**src/hw/rtl/skvl_pkg.sv**
```systemverilog
`default_nettype none

package skvl_pkg;

  localparam int CAPACITY_DEF = 64;

  localparam int FUNC_W   = 2;
  localparam int KEY_W    = 64;
  localparam int VAL_W    = 64;
  localparam int STATUS_W = 2;

  // operation codes
  localparam logic [FUNC_W-1:0] FN_INSERT = 2'd0;
  localparam logic [FUNC_W-1:0] FN_GET    = 2'd1;
  localparam logic [FUNC_W-1:0] FN_REMOVE = 2'd2;

  // result codes
  localparam logic [STATUS_W-1:0] ST_OK        = 2'd0;
  localparam logic [STATUS_W-1:0] ST_REJECT    = 2'd1;
  localparam logic [STATUS_W-1:0] ST_NOT_FOUND = 2'd2;
  localparam logic [STATUS_W-1:0] ST_FULL      = 2'd3;

  // broadcast from the controller to every cell
  typedef struct packed {
    logic cmp;    // latch compare flags against the held key
    logic ins;    // open a slot at the insert point and fill it
    logic rep;    // overwrite the value of the matching cell
    logic rem;    // close the gap at the matching cell
    logic qmode;  // insert after equal keys
  } skvl_ctl_t;

endpackage

`default_nettype wire

```
**src/hw/rtl/skvl_cell.sv**
```systemverilog
`default_nettype none

module skvl_cell (
  input  logic                     clk,
  input  skvl_pkg::skvl_ctl_t      ctl,
  input  logic                     occ,
  input  logic [skvl_pkg::KEY_W-1:0] key_q,
  input  logic [skvl_pkg::VAL_W-1:0] val_q,
  input  logic [skvl_pkg::KEY_W-1:0] left_key,
  input  logic [skvl_pkg::VAL_W-1:0] left_val,
  input  logic                     left_lt,
  input  logic                     left_le,
  input  logic [skvl_pkg::KEY_W-1:0] right_key,
  input  logic [skvl_pkg::VAL_W-1:0] right_val,
  output logic [skvl_pkg::KEY_W-1:0] key_r,
  output logic [skvl_pkg::VAL_W-1:0] val_r,
  output logic                     lt_r,
  output logic                     le_r,
  output logic                     hit,
  output logic [skvl_pkg::VAL_W-1:0] hit_val
);
  import skvl_pkg::*;

  logic             eq_r;
  logic             lt_nxt, le_nxt, eq_nxt;
  logic [KEY_W-1:0] key_nxt;
  logic [VAL_W-1:0] val_nxt;
  logic             m, pm;

  // first cell at or past the search key, holding it
  assign hit     = eq_r && left_lt;
  assign hit_val = hit ? val_r : '0;

  always_comb begin
    lt_nxt = lt_r;
    le_nxt = le_r;
    eq_nxt = eq_r;
    if (ctl.cmp) begin
      lt_nxt = occ && (key_r < key_q);
      le_nxt = occ && (key_r <= key_q);
      eq_nxt = occ && (key_r == key_q);
    end
  end

  always_comb begin
    m       = ctl.qmode ? le_r : lt_r;
    pm      = ctl.qmode ? left_le : left_lt;
    key_nxt = key_r;
    val_nxt = val_r;
    if (ctl.rep && hit) begin
      val_nxt = val_q;
    end
    if (ctl.ins && !m) begin
      if (pm) begin
        key_nxt = key_q;
        val_nxt = val_q;
      end else begin
        key_nxt = left_key;
        val_nxt = left_val;
      end
    end
    if (ctl.rem && !lt_r) begin
      key_nxt = right_key;
      val_nxt = right_val;
    end
  end

  always_ff @(posedge clk) begin
    lt_r  <= lt_nxt;
    le_r  <= le_nxt;
    eq_r  <= eq_nxt;
    key_r <= key_nxt;
    val_r <= val_nxt;
  end

endmodule

`default_nettype wire

```
**config.mk**
```make
export PLATFORM = sky130hd
export DESIGN_NAME = skvl_cell
export DESIGN_NICKNAME = d
export VERILOG_FILES = /design/src/hw/rtl/skvl_pkg.sv /design/src/hw/rtl/skvl_cell.sv
export SDC_FILE = /design/constraint.sdc
export NUM_CORES = 1
export LEC_CHECK = 0
export BUFFER_PORTS_ARGS = -buffer_cell sky130_fd_sc_hd__buf_2
export CORE_AREA = 8 8 223 225
export DETAILED_ROUTE_END_ITERATION = 10
export DIE_AREA = 0 0 231 233
export HOLD_SLACK_MARGIN = 0.06
export PLACE_DENSITY = 0.51
export SYNTH_ARGS = -nofsm -noshare
export SYNTH_HDL_FRONTEND = slang
export SYNTH_SLANG_ARGS = --single-unit
```
**constraint.sdc**
```tcl
create_clock -name clk -period 21.2 [get_ports clk]
set_clock_uncertainty 0.1 [all_clocks]
set_input_delay 4.24 -clock clk [delete_from_list [all_inputs] [get_ports clk]]
set_output_delay 4.24 -clock clk [all_outputs]
set_load 0.02 [all_outputs]
```
## Yosys cells after proc, flatten, opt, wreduce, memory -nomap -nowiden

Cells that the tools add are included.
W data, S select, Z words.

- Output and inout port bits: 195
- Register bits: 131
- Input bits: 393
- Word-level logic and storage cells: 29

- Order comparisons: 2
- Muxes and demuxes: 10
- Reduce and logical (&&, ||, !) cells: 11
- Eq/ne operators: 1

Operators with widths:

| cell | number |
|---|---|
| $mux W64 | 8 |
| $eq A64 B64 Y1 | 1 |
| $le A64 B64 Y1 | 1 |
| $lt A64 B64 Y1 | 1 |
| $logic_and A1 B1 Y1 | 7 |
| $reduce_bool A3 Y1 | 1 |
| $logic_not A1 Y1 | 2 |
| $mux W1 | 2 |
| $reduce_bool A2 Y1 | 1 |

## Longest topological paths before layout

Gate-level depths: netlist of the first run.

- Word-level depth: 5
- Depth in mapped cells: 8
- Gate-level depth less buffers: 8

## Worst setup path before layout of the first run

OpenSTA, ideal clock, no wires.

- Kind: input port to flip-flop
- Start point: input port ctl[0] in the netlist's numbering
- End point: register val_r[0] in the netlist's numbering (enable)
- Arrival: 10.314 ns
- Data required time: 20.679 ns
- Path buffers: 0
- Cell stages on the path: 4
- Setup slack: 10.365 ns
- Setup time: 0.421 ns
- Path through: inv_1 a21oi_1 o21ai_0 a21o_1

- Cells in the longest elaborated chain, start to end: 4

RTL lines:

| item | line | text |
|---|---|---|
| start: declaration | skvl_cell.sv:5 | `input skvl_pkg::skvl_ctl_t ctl,` |
| $mux W1 | skvl_cell.sv:46 | `m = ctl.qmode ? le_r : lt_r;` |
| $logic_not A1 Y1 | skvl_cell.sv:53 | `if (ctl.ins && !m) begin` |
| $logic_and A1 B1 Y1 | skvl_cell.sv:53 |  |
| $reduce_bool A3 Y1 (no source line) | n/a |  |
| end signal: assignment | skvl_cell.sv:73 | `val_r <= val_nxt;` |
| end: declaration | skvl_cell.sv:16 | `output logic [skvl_pkg::VAL_W-1:0] val_r,` |

No other way between the ends.
A chain may end at the register's enable or synchronous reset.

## Final worst setup path of the first run

- Start point: input port left_lt
- End point: output port hit_val[55] in the netlist's numbering

- Cells in the longest elaborated chain, start to end: 2

RTL lines:

| item | line | text |
|---|---|---|
| start: declaration | skvl_cell.sv:11 | `input logic left_lt,` |
| $logic_and A1 B1 Y1 | skvl_cell.sv:31 | `assign hit = eq_r && left_lt;` |
| $mux W64 | skvl_cell.sv:32 | `assign hit_val = hit ? val_r : '0;` |
| end: declaration | skvl_cell.sv:20 | `output logic [skvl_pkg::VAL_W-1:0] hit_val` |

No other way between the ends.

==> key figures, run 1 <==
STA
  • Final Cycle Share: 0.4615
  • Min cycle time layout: 9.784 ns
  • Rel. slew slack: 0.3442
  • Unrepaired setup endpoints after global routing: false
  • TNS Setup: 0 ns
  • Hold Fails Final Rpt: 0
  • Least-Margin Pin Slew: about 1 ns
  • Upper clock frequency limit: between 0.1 and 0.15 GHz
  • Slew Viols, Final: 0
  • # setup viols final: 0

Pwr
  • Pwr Density: ~75 nW/um^2
  • Sequential share of power: 0.371
  • Leakage: between 6 and 7 nW
  • Clock power frac: 0.350
  • Sw frac: 0.3335
  • NetSw: around 320 uW
  • Post-layout power: ~960 uW
  • VDD IR max: between 0.03 and 0.04 mV
  • Internal cell power: 639.6 uW
  • Part of the power in combinational logic: 0.278

CTS
  • Post-CTS Resized: 0
  • Clk buf depth: 2
  • H-Tree Depth: 4
  • Sink Count: 131
  • Clk_lat worst skew: around 0.44 ns
  • TritonCTS clock tree: done
  • Number of CTS-inserted buffers: 17
  • Clock root cell: clkbuf_16
  • Hold buffers post-CTS: 0
  • Clk slew on worst S/H paths: roughly 0.06 ns
  • Post-CTS Setup Bufs: 0

Die
  • Area of the core: 46060 sq um
  • Die Y: roughly 230 um
  • Initial Utilization: 0.1871
  • Die area: approximately 54000 sq um
  • Die Width: about 230 um
  • # rows: 79
  • Ports: between 500 and 600

Global route
  • Largest net degree at the start of global routing: ~100
  • GRT Util Overall: 0.1462
  • Initial antenna violation count: 7
  • Total gr overflow: 0
  • Global-route wire length before repair: 59400 um
  • Vias in the first global route: roughly 9400

Yosys
  • Cell Area, Synth: approximately 8600 sq um
  • Mean Syn Cell Area: ~9.1 sq um
  • Distinct cells, synth: 34
  • Syn Nets: between 1000 and 1500
  • Post-synth EDFFs: between 100 and 150
  • Primary FF master, synth: edfxtp_1
  • Ys async rst share: 0
  • #FFs+latches synth: about 130
  • Synthesized netlist cell count: around 950
  • Seq/Total Area, Yosys: 0.4564
  • Yosys warns: 0

Layout
  • Area grow syn2layout: 48.93%
  • Layout cells sized above 1: 0.4175
  • Area of the multi-input gates: 4225 sq um
  • Most common cell after layout, fill and taps aside: buf_2
  • # fillers: 5005
  • Commonest cells after routing, fill and taps aside: buf_2, nand2_1, o21ai_0
  • # nets final: 1960
  • FF/Latch Area: roughly 3900 sq um

Setup path
  • CP Max Fanout: 66
  • Buffers & Inverters on Critical Path: 2
  • Critical path required time: ~17 ns
  • Critical Path Most Common Cell: buf_2
  • Slowest cell on the critical path: buf_2
  • Cell family with most CP delay: buffers and inverters
  • Slowest cell delay on critical path: around 0.71 ns
  • Startpoint Class: primary input
  • CP cell instances: buf_2, and3_1, buf_2
  • Kind of critical path: in -> out
  • Critical Path AT: 5.44 ns
  • CP Capture Type: output port

Placed design
  • PortBufs: 587
  • DP HPWL: roughly 36000 um
  • GP Congestion: 0.8761

Drt
  • Vias/cell: between 4 and 5
  • Final WL: about 42000 um
  • DR iter-0 viols: between 500 and 600
  • DRC viols: 0
  • Drt pass-1 iters: 5
  • DR WL/cell: between 15 and 20 um
  • Antenna-violating nets left: 0
  • Via count: approximately 9100

Job
  • Max-cap violations: 0

Worst hold path
  • Hold WC Path Type: reg -> reg

Status
  • Status: completed
[metrics by stage]
step | util | hold slack [ns] | worst slack (ns) | instance area [sq um] | std cells
after floorplan | - | 0.8896 | 10.37 | 8620 | 951
after global placement | 0.2643 | 0.8814 | 11.54 | 12180 | 2091
after detailed placement | 0.2643 | 0.8998 | 11.43 | 12180 | 2091
after CTS | 0.2786 | 0.9102 | 11.43 | 12830 | 2123
after global routing | 0.2786 | 0.9696 | 11.32 | 12830 | 2123
final | 0.2787 | 0.8730 | 11.42 | 12840 | 2125
[registers in the layout, summed over array words and instances, names as in the netlist]
signal  cells
key_r      64
le_r        1
lt_r        1
val_r      64
eq_r        1
[tightest hold or removal path, delay by kind of cell, from the launching register on]
kind | cells | cell delay (ns)
flip-flops | 1 | 0.34
adder cells (fa/ha/maj) | 1 | 0.23
AND/OR/NAND/NOR | 2 | 0.21
[cells in the mapped netlist (2+ instances only)]
library cell    n  area (sq um)
edfxtp_1      131          3934
clkbuf_1       41         153.9
a221oi_1        2         17.52
nand2_1       145         544.3
nor4_1          4         25.02
nand4_1        11         68.82
ha_1           64         800.8
a21oi_1        88         440.4
buf_1           8         30.03
nor2_1         69         259.0
a21o_1          4         30.03
nor2b_1         3         18.77
inv_1          67         251.5
mux2i_1        67         670.6
nand3_1         8         40.04
o21ai_0       136         680.7
o21a_1          2         15.01
o21bai_1        3         22.52
and2_1          2         12.51
a211oi_1        2         15.01
nor3_1          3         15.01
o211ai_1        2         15.01
buf_2          14         70.07
and3_1         65         406.6
[cell type report]
class | count | share of cell area
Multi-Input combinational cell | 690 | 0.3291
Sequential cell | 131 | 0.3064
Timing Repair Buffer | 596 | 0.2341
Tap cell | 607 | 0.05916
Clock buffer | 17 | 0.03314
Inverter | 67 | 0.01959
Clock inverter | 15 | 0.01803
Antenna cell | 2 | 0.0003899
[layer usage]
layer  share of wire  global-route usage
met1            0.41              0.1697
met2            0.50              0.2588
met3           0.078             0.04640
met4           0.012             0.03524
met5         0.00097                   0
[power groups by stage]
stage / clock network [mW] / logic [mW] / registers [mW]
5_1_grt: 0.358 / 0.294 / 0.360
3_5_place_dp: 0 / 0.271 / 0.362
6_report: 0.336 / 0.267 / 0.356
2_1_floorplan: 0 / 0.109 / 0.395
3_3_place_gp: 0 / 0.268 / 0.362
4_1_cts: 0.349 / 0.272 / 0.356
[path summary, 6_finish.rpt]
check	from	endpoint	slack, ns	cells after the start
worst max-delay path	left_lt	hit_val[55]	11.42	3
worst min-delay path	key_r[16]$_DFFE_PP_	eq_r$_DFFE_PP_	0.87	3
worst max register to register	key_r[46]$_DFFE_PP_	le_r$_DFFE_PP_	18.02	6
worst min register to register	key_r[16]$_DFFE_PP_	eq_r$_DFFE_PP_	0.87	3
[kinds of logic after synthesis]
group	count (synthesis)	share of synthesized area
compound gates	245	0.1492
fa+ha+maj	64	0.09290
buf+inv	130	0.05864
mux	67	0.07780
flops	131	0.4564
simple gates	314	0.1650
(Power assumes the default switching activity.)
==> inputs of run 2 (changes only) <==
Clock period 21.2 ns to 9.5 ns, I/O delays scaled along.
==> run 2 against run 1 <==
Compared with the run above: register-to-register slack got worse by 11 ns; via count is 1.0% higher; global-route usage up 0.37 points; critical path type unchanged.
==> key figures, run 2 (synthesized netlist as in run 1, its figures left out) <==
Status
  • Status: completed

STA
  • # setup viols final: 0
  • Unrepaired setup endpoints after global routing: false
  • Hold Fails Final Rpt: 0
  • Slew Viols, Final: 0
  • Min cycle time layout: 5.131 ns
  • Final Cycle Share: 0.5401
  • Min Hold Slack: between 0.8 and 0.9 ns
  • TNS Setup: 0 ns
  • Upper clock frequency limit: between 0.15 and 0.2 GHz
  • Rel. slew slack: 0.2710
  • Least-Margin Pin Slew: 1.093 ns

Setup path
  • Crit path to: hit_val[47]
  • Critical path required time: 7.50 ns
  • Kind of critical path: in -> out
  • Critical Path AT: about 3.1 ns
  • R2r setup slk: around 6.5 ns
  • Buffers & Inverters on Critical Path: 2
  • Reg-to-reg endpoint: key_r[14]$_DFFE_PP_
  • CP Depth: 3
  • CP Max Fanout: 66
  • Slowest cell on the critical path: buf_2
  • Critical Path Most Common Cell: buf_2
  • RR Startpoint: lt_r$_DFFE_PP_
  • FF-to-FF path depth: 3
  • CP Capture Type: output port
  • Startpoint Class: primary input
  • CP cell instances: buf_2, and3_1, buf_2
  • Cell family with most CP delay: buffers and inverters
  • Setup crit start: left_lt
  • Slowest cell delay on critical path: 0.73 ns

Pwr
  • Post-layout power: 2.163 mW
  • VDD IR max: between 0.09 and 0.1 mV
  • Pwr Density: approximately 170 nW/um^2
  • Leakage: around 6.6 nW

Drt
  • Final WL: 42560 um
  • Vias/cell: 4.313
  • Drt pass-1 iters: 5
  • Via count: between 9000 and 10000
  • DRC viols: 0
  • DR WL/cell: around 20 um
  • Antenna-violating nets left: 0
  • DR iter-0 viols: ~460

CTS
  • Sink Count: roughly 130
  • Clk_lat worst skew: between 0.4 and 0.5 ns
  • Post-CTS Setup Bufs: 0
  • Clk slew on worst S/H paths: approximately 0.070 ns
  • Clk buf depth: 2
  • Number of CTS-inserted buffers: 17
  • Hold buffers post-CTS: 0
  • H-Tree Depth: 4
  • Clock root cell: clkbuf_16
  • Post-CTS Resized: 0
  • TritonCTS clock tree: done

Job
  • Max-cap violations: 0

Die
  • Die Y: roughly 230 um
  • Die Width: between 200 and 250 um
  • Die area: 53820 sq um
  • Initial Utilization: 0.1871
  • Ports: about 600
  • Area of the core: around 46000 sq um
  • # rows: roughly 80

Global route
  • Total gr overflow: 0
  • Vias in the first global route: 9359
  • Largest net degree at the start of global routing: around 120
  • Global-route wire length before repair: 59810 um
  • Initial antenna violation count: 7
  • GRT Util Overall: 0.1498

Layout
  • # fillers: roughly 5000
  • Most common cell after layout, fill and taps aside: buf_2
  • # nets final: about 2000
  • Area of the multi-input gates: 4225 sq um
  • Layout cells sized above 1: 0.4158
  • Largest regs: key_r (64), val_r (64)
  • FF/Latch Area: 3934 sq um
  • Commonest cells after routing, fill and taps aside: buf_2, nand2_1, o21ai_0
  • Non-Filler Instances: 2124
  • Area grow syn2layout: 48.89%

Placed design
  • PortBufs: 587
  • Placed Instances: roughly 2100
  • GP Congestion: ~0.87
  • DP HPWL: 35540 um

Worst hold path
  • Hold WC Path Type: reg -> reg
-- run 2: final cells by class --
cell class,instances,area share
multi-input combinational,690,0.3292
sequential,131,0.3065
timing repair buffer,595,0.2336
tap,607,0.05918
clock buffer,17,0.03315
inverter,67,0.01960
clock inverter,15,0.01833
antenna,2,0.0003900
-- run 2: worst min path at each step --
| stage | start | end | slack [ns] | depth (start not counted) |
|---|---|---|---|---|
| finish | key_r[2]$_DFFE_PP_ | eq_r$_DFFE_PP_ | 0.82 | 3 |
| detailed placement | key_r[3]$_DFFE_PP_ | eq_r$_DFFE_PP_ | 0.83 | 3 |
| floorplan | lt_r$_DFFE_PP_ | val_r[10]$_DFFE_PP_ | 0.89 | 3 |
| global placement | key_r[3]$_DFFE_PP_ | eq_r$_DFFE_PP_ | 0.82 | 3 |
| CTS | key_r[3]$_DFFE_PP_ | eq_r$_DFFE_PP_ | 0.83 | 3 |
| global route | key_r[3]$_DFFE_PP_ | eq_r$_DFFE_PP_ | 0.87 | 3 |
-- run 2: where the power goes --
part / internal (mW) / switching (mW)
Sequential: 0.742 / 0.0533
Clock: 0.488 / 0.283
Combinational: 0.217 / 0.380
Total: 1.45 / 0.716
-- run 2: stage by stage --
stage | util | setup slack [ns] | instance area (sq um)
floorplan | - | 1.005 | 8620
global placement | 0.2642 | 4.516 | 12170
detailed placement | 0.2642 | 4.401 | 12170
CTS | 0.2785 | 4.400 | 12830
global route | 0.2786 | 4.273 | 12830
finish | 0.2786 | 4.369 | 12830
-- run 2: routing by layer --
layer / vias up / part of all wire / GRT usage
met5: - / 0.00085 / 0
met4: 6 / 0.015 / 0.04870
met3: 37 / 0.083 / 0.05152
met2: 400 / 0.50 / 0.2597
met1: 4229 / 0.40 / 0.1713
li1: 4489 / - / -
-- run 2: tightest hold or removal path: cells and delay by family, from the launching register on --
kind          cells  cell delay (ns)
fa+ha+maj         1             0.25
flops             1             0.37
simple gates      2             0.15
==> inputs of run 3 (changes only) <==
Settings changed: PLACE_DENSITY 0.51 to 0.53.
Clock period 9.5 ns to 4.6 ns, I/O delays scaled along.
==> run 3 against run 2 <==
Compared with the run above: count of clock-buffer cells in the layout grew 4; wire length is 1.7% lower; final area hardly changed; power is 97% higher; largest power group unchanged.
==> key figures, run 3 (synthesized netlist as in run 1, its figures left out) <==
Status
  • Status: completed

Layout
  • Area grow syn2layout: 49.02%
  • # fillers: 5000
  • FF/Latch Area: between 3000 and 4000 sq um
  • # nets final: 1965
  • Layout cells sized above 1: 0.4149
  • Fin area: between 10000 and 15000 sq um
  • Most common cell after layout, fill and taps aside: buf_2
  • Fin util: 0.2789
  • Commonest cells after routing, fill and taps aside: buf_2, nand2_1, o21ai_0
  • Area of the multi-input gates: between 4000 and 5000 sq um
  • Largest regs: key_r (64), val_r (64)

Setup path
  • Cell family with most CP delay: buffers and inverters
  • Slowest cell on the critical path: buf_2
  • Critical Path Most Common Cell: buf_2
  • CP Capture Type: output port
  • Startpoint Class: primary input
  • Buffers & Inverters on Critical Path: 3
  • Critical Path AT: ~2.3 ns
  • Slowest cell delay on critical path: around 0.67 ns
  • Critical path required time: ~3.6 ns
  • CP Max Fanout: 53
  • Kind of critical path: in -> out
  • CP Depth: 4
  • CP cell instances: buf_2, buf_4, and3_1, buf_2
  • FF-to-FF path depth: 7

Drt
  • DR WL/cell: ~20 um
  • Final WL: ~42000 um
  • DRC viols: 0
  • Drt pass-1 iters: 5
  • Via count: between 9000 and 10000
  • Vias/cell: ~4.3
  • DR iter-0 viols: 431
  • Antenna-violating nets left: 0

CTS
  • Clk_lat worst skew: ~0.46 ns
  • Number of CTS-inserted buffers: 17
  • Hold buffers post-CTS: 0
  • Clk buf depth: 2
  • Clock root cell: clkbuf_16
  • H-Tree Depth: 4
  • Sink Count: ~130
  • Clk slew on worst S/H paths: around 0.060 ns
  • TritonCTS clock tree: done
  • Post-CTS Setup Bufs: 0
  • Post-CTS Resized: 0

Die
  • Ports: a little under 600
  • Die Y: between 200 and 250 um
  • Die area: roughly 54000 sq um
  • Initial Utilization: 0.1871
  • Area of the core: between 40000 and 50000 sq um
  • Die Width: between 200 and 250 um
  • # rows: just under 80

STA
  • # setup viols final: 0
  • Slew Viols, Final: 0
  • Least-Margin Pin Slew: roughly 0.94 ns
  • Upper clock frequency limit: approximately 0.3 GHz
  • Hold Fails Final Rpt: 0
  • Rel. slew slack: 0.3762
  • TNS Setup: 0 ns
  • Final Cycle Share: 0.7148
  • Unrepaired setup endpoints after global routing: false
  • Min Hold Slack: between 0.6 and 0.7 ns
  • Min cycle time layout: between 3 and 4 ns

Placed design
  • DP HPWL: between 30000 and 40000 um
  • PortBufs: slightly below 600
  • GP Congestion: about 0.9
  • Area of placed instances: between 10000 and 15000 sq um

Global route
  • Largest net degree at the start of global routing: 139
  • Vias in the first global route: ~9600
  • Initial antenna violation count: 7
  • Total gr overflow: 0
  • GRT Util Overall: 0.1468
  • Global-route wire length before repair: 59710 um

Worst hold path
  • Hold WC Path Type: in -> reg
  • Hold path depth: 1

Pwr
  • Leakage: roughly 6.6 nW
  • Pwr Density: 332.0 nW/um^2
  • VDD IR max: approximately 0.22 mV
  • Post-layout power: 4.265 mW

Job
  • Max-cap violations: 0
## run 3: cell types whose count changed in the layout (fill, tap and decap cells not counted), sizes merged
cell and delta:
clkinvlp -1, bufinv -3, buf +6, clkbuf +4
clkinv +1, inv -1
## run 3: per-stage QoR
stage	instances	worst slack, ns
6_report	2130	1.312
5_1_grt	2129	1.219
4_1_cts	2128	1.303
3_5_place_dp	2096	1.117
3_3_place_gp	2096	1.201
2_1_floorplan	951	0.5441
## run 3: layout make-up
cell class,count,share of cell area
timing repair buffer,601,0.2408
clock buffer,21,0.03429
tap,607,0.05913
clock inverter,11,0.01062
inverter,67,0.01958
sequential,131,0.3063
multi-input combinational,690,0.3290
antenna,2,0.0003896
## run 3: final timing paths
kind | from | to | slack, ns
setup / recovery | left_lt | hit_val[19] | 1.31
hold / removal | ctl[4] | eq_r$_DFFE_PP_ | 0.61
setup reg to reg | key_r[47]$_DFFE_PP_ | le_r$_DFFE_PP_ | 1.81
hold reg to reg | key_r[2]$_DFFE_PP_ | eq_r$_DFFE_PP_ | 0.85
## run 3: where the power goes
part	switching (mW)	total (mW)	internal, mW
logic	0.788	1.25	0.461
clock network	0.539	1.38	0.844
registers	0.103	1.63	1.53
total	1.43	4.26	2.83
## run 3: routing by layer
| layer | global-route usage | vias to the layer above | wire length (um) |
|---|---|---|---|
| li1 | - | 4501 | - |
| met1 | 0.1745 | 4118 | 16980 |
| met2 | 0.2489 | 419 | 20330 |
| met3 | 0.04616 | 47 | 3552 |
| met4 | 0.04910 | 2 | 941 |
| met5 | 0 | - | 18 |
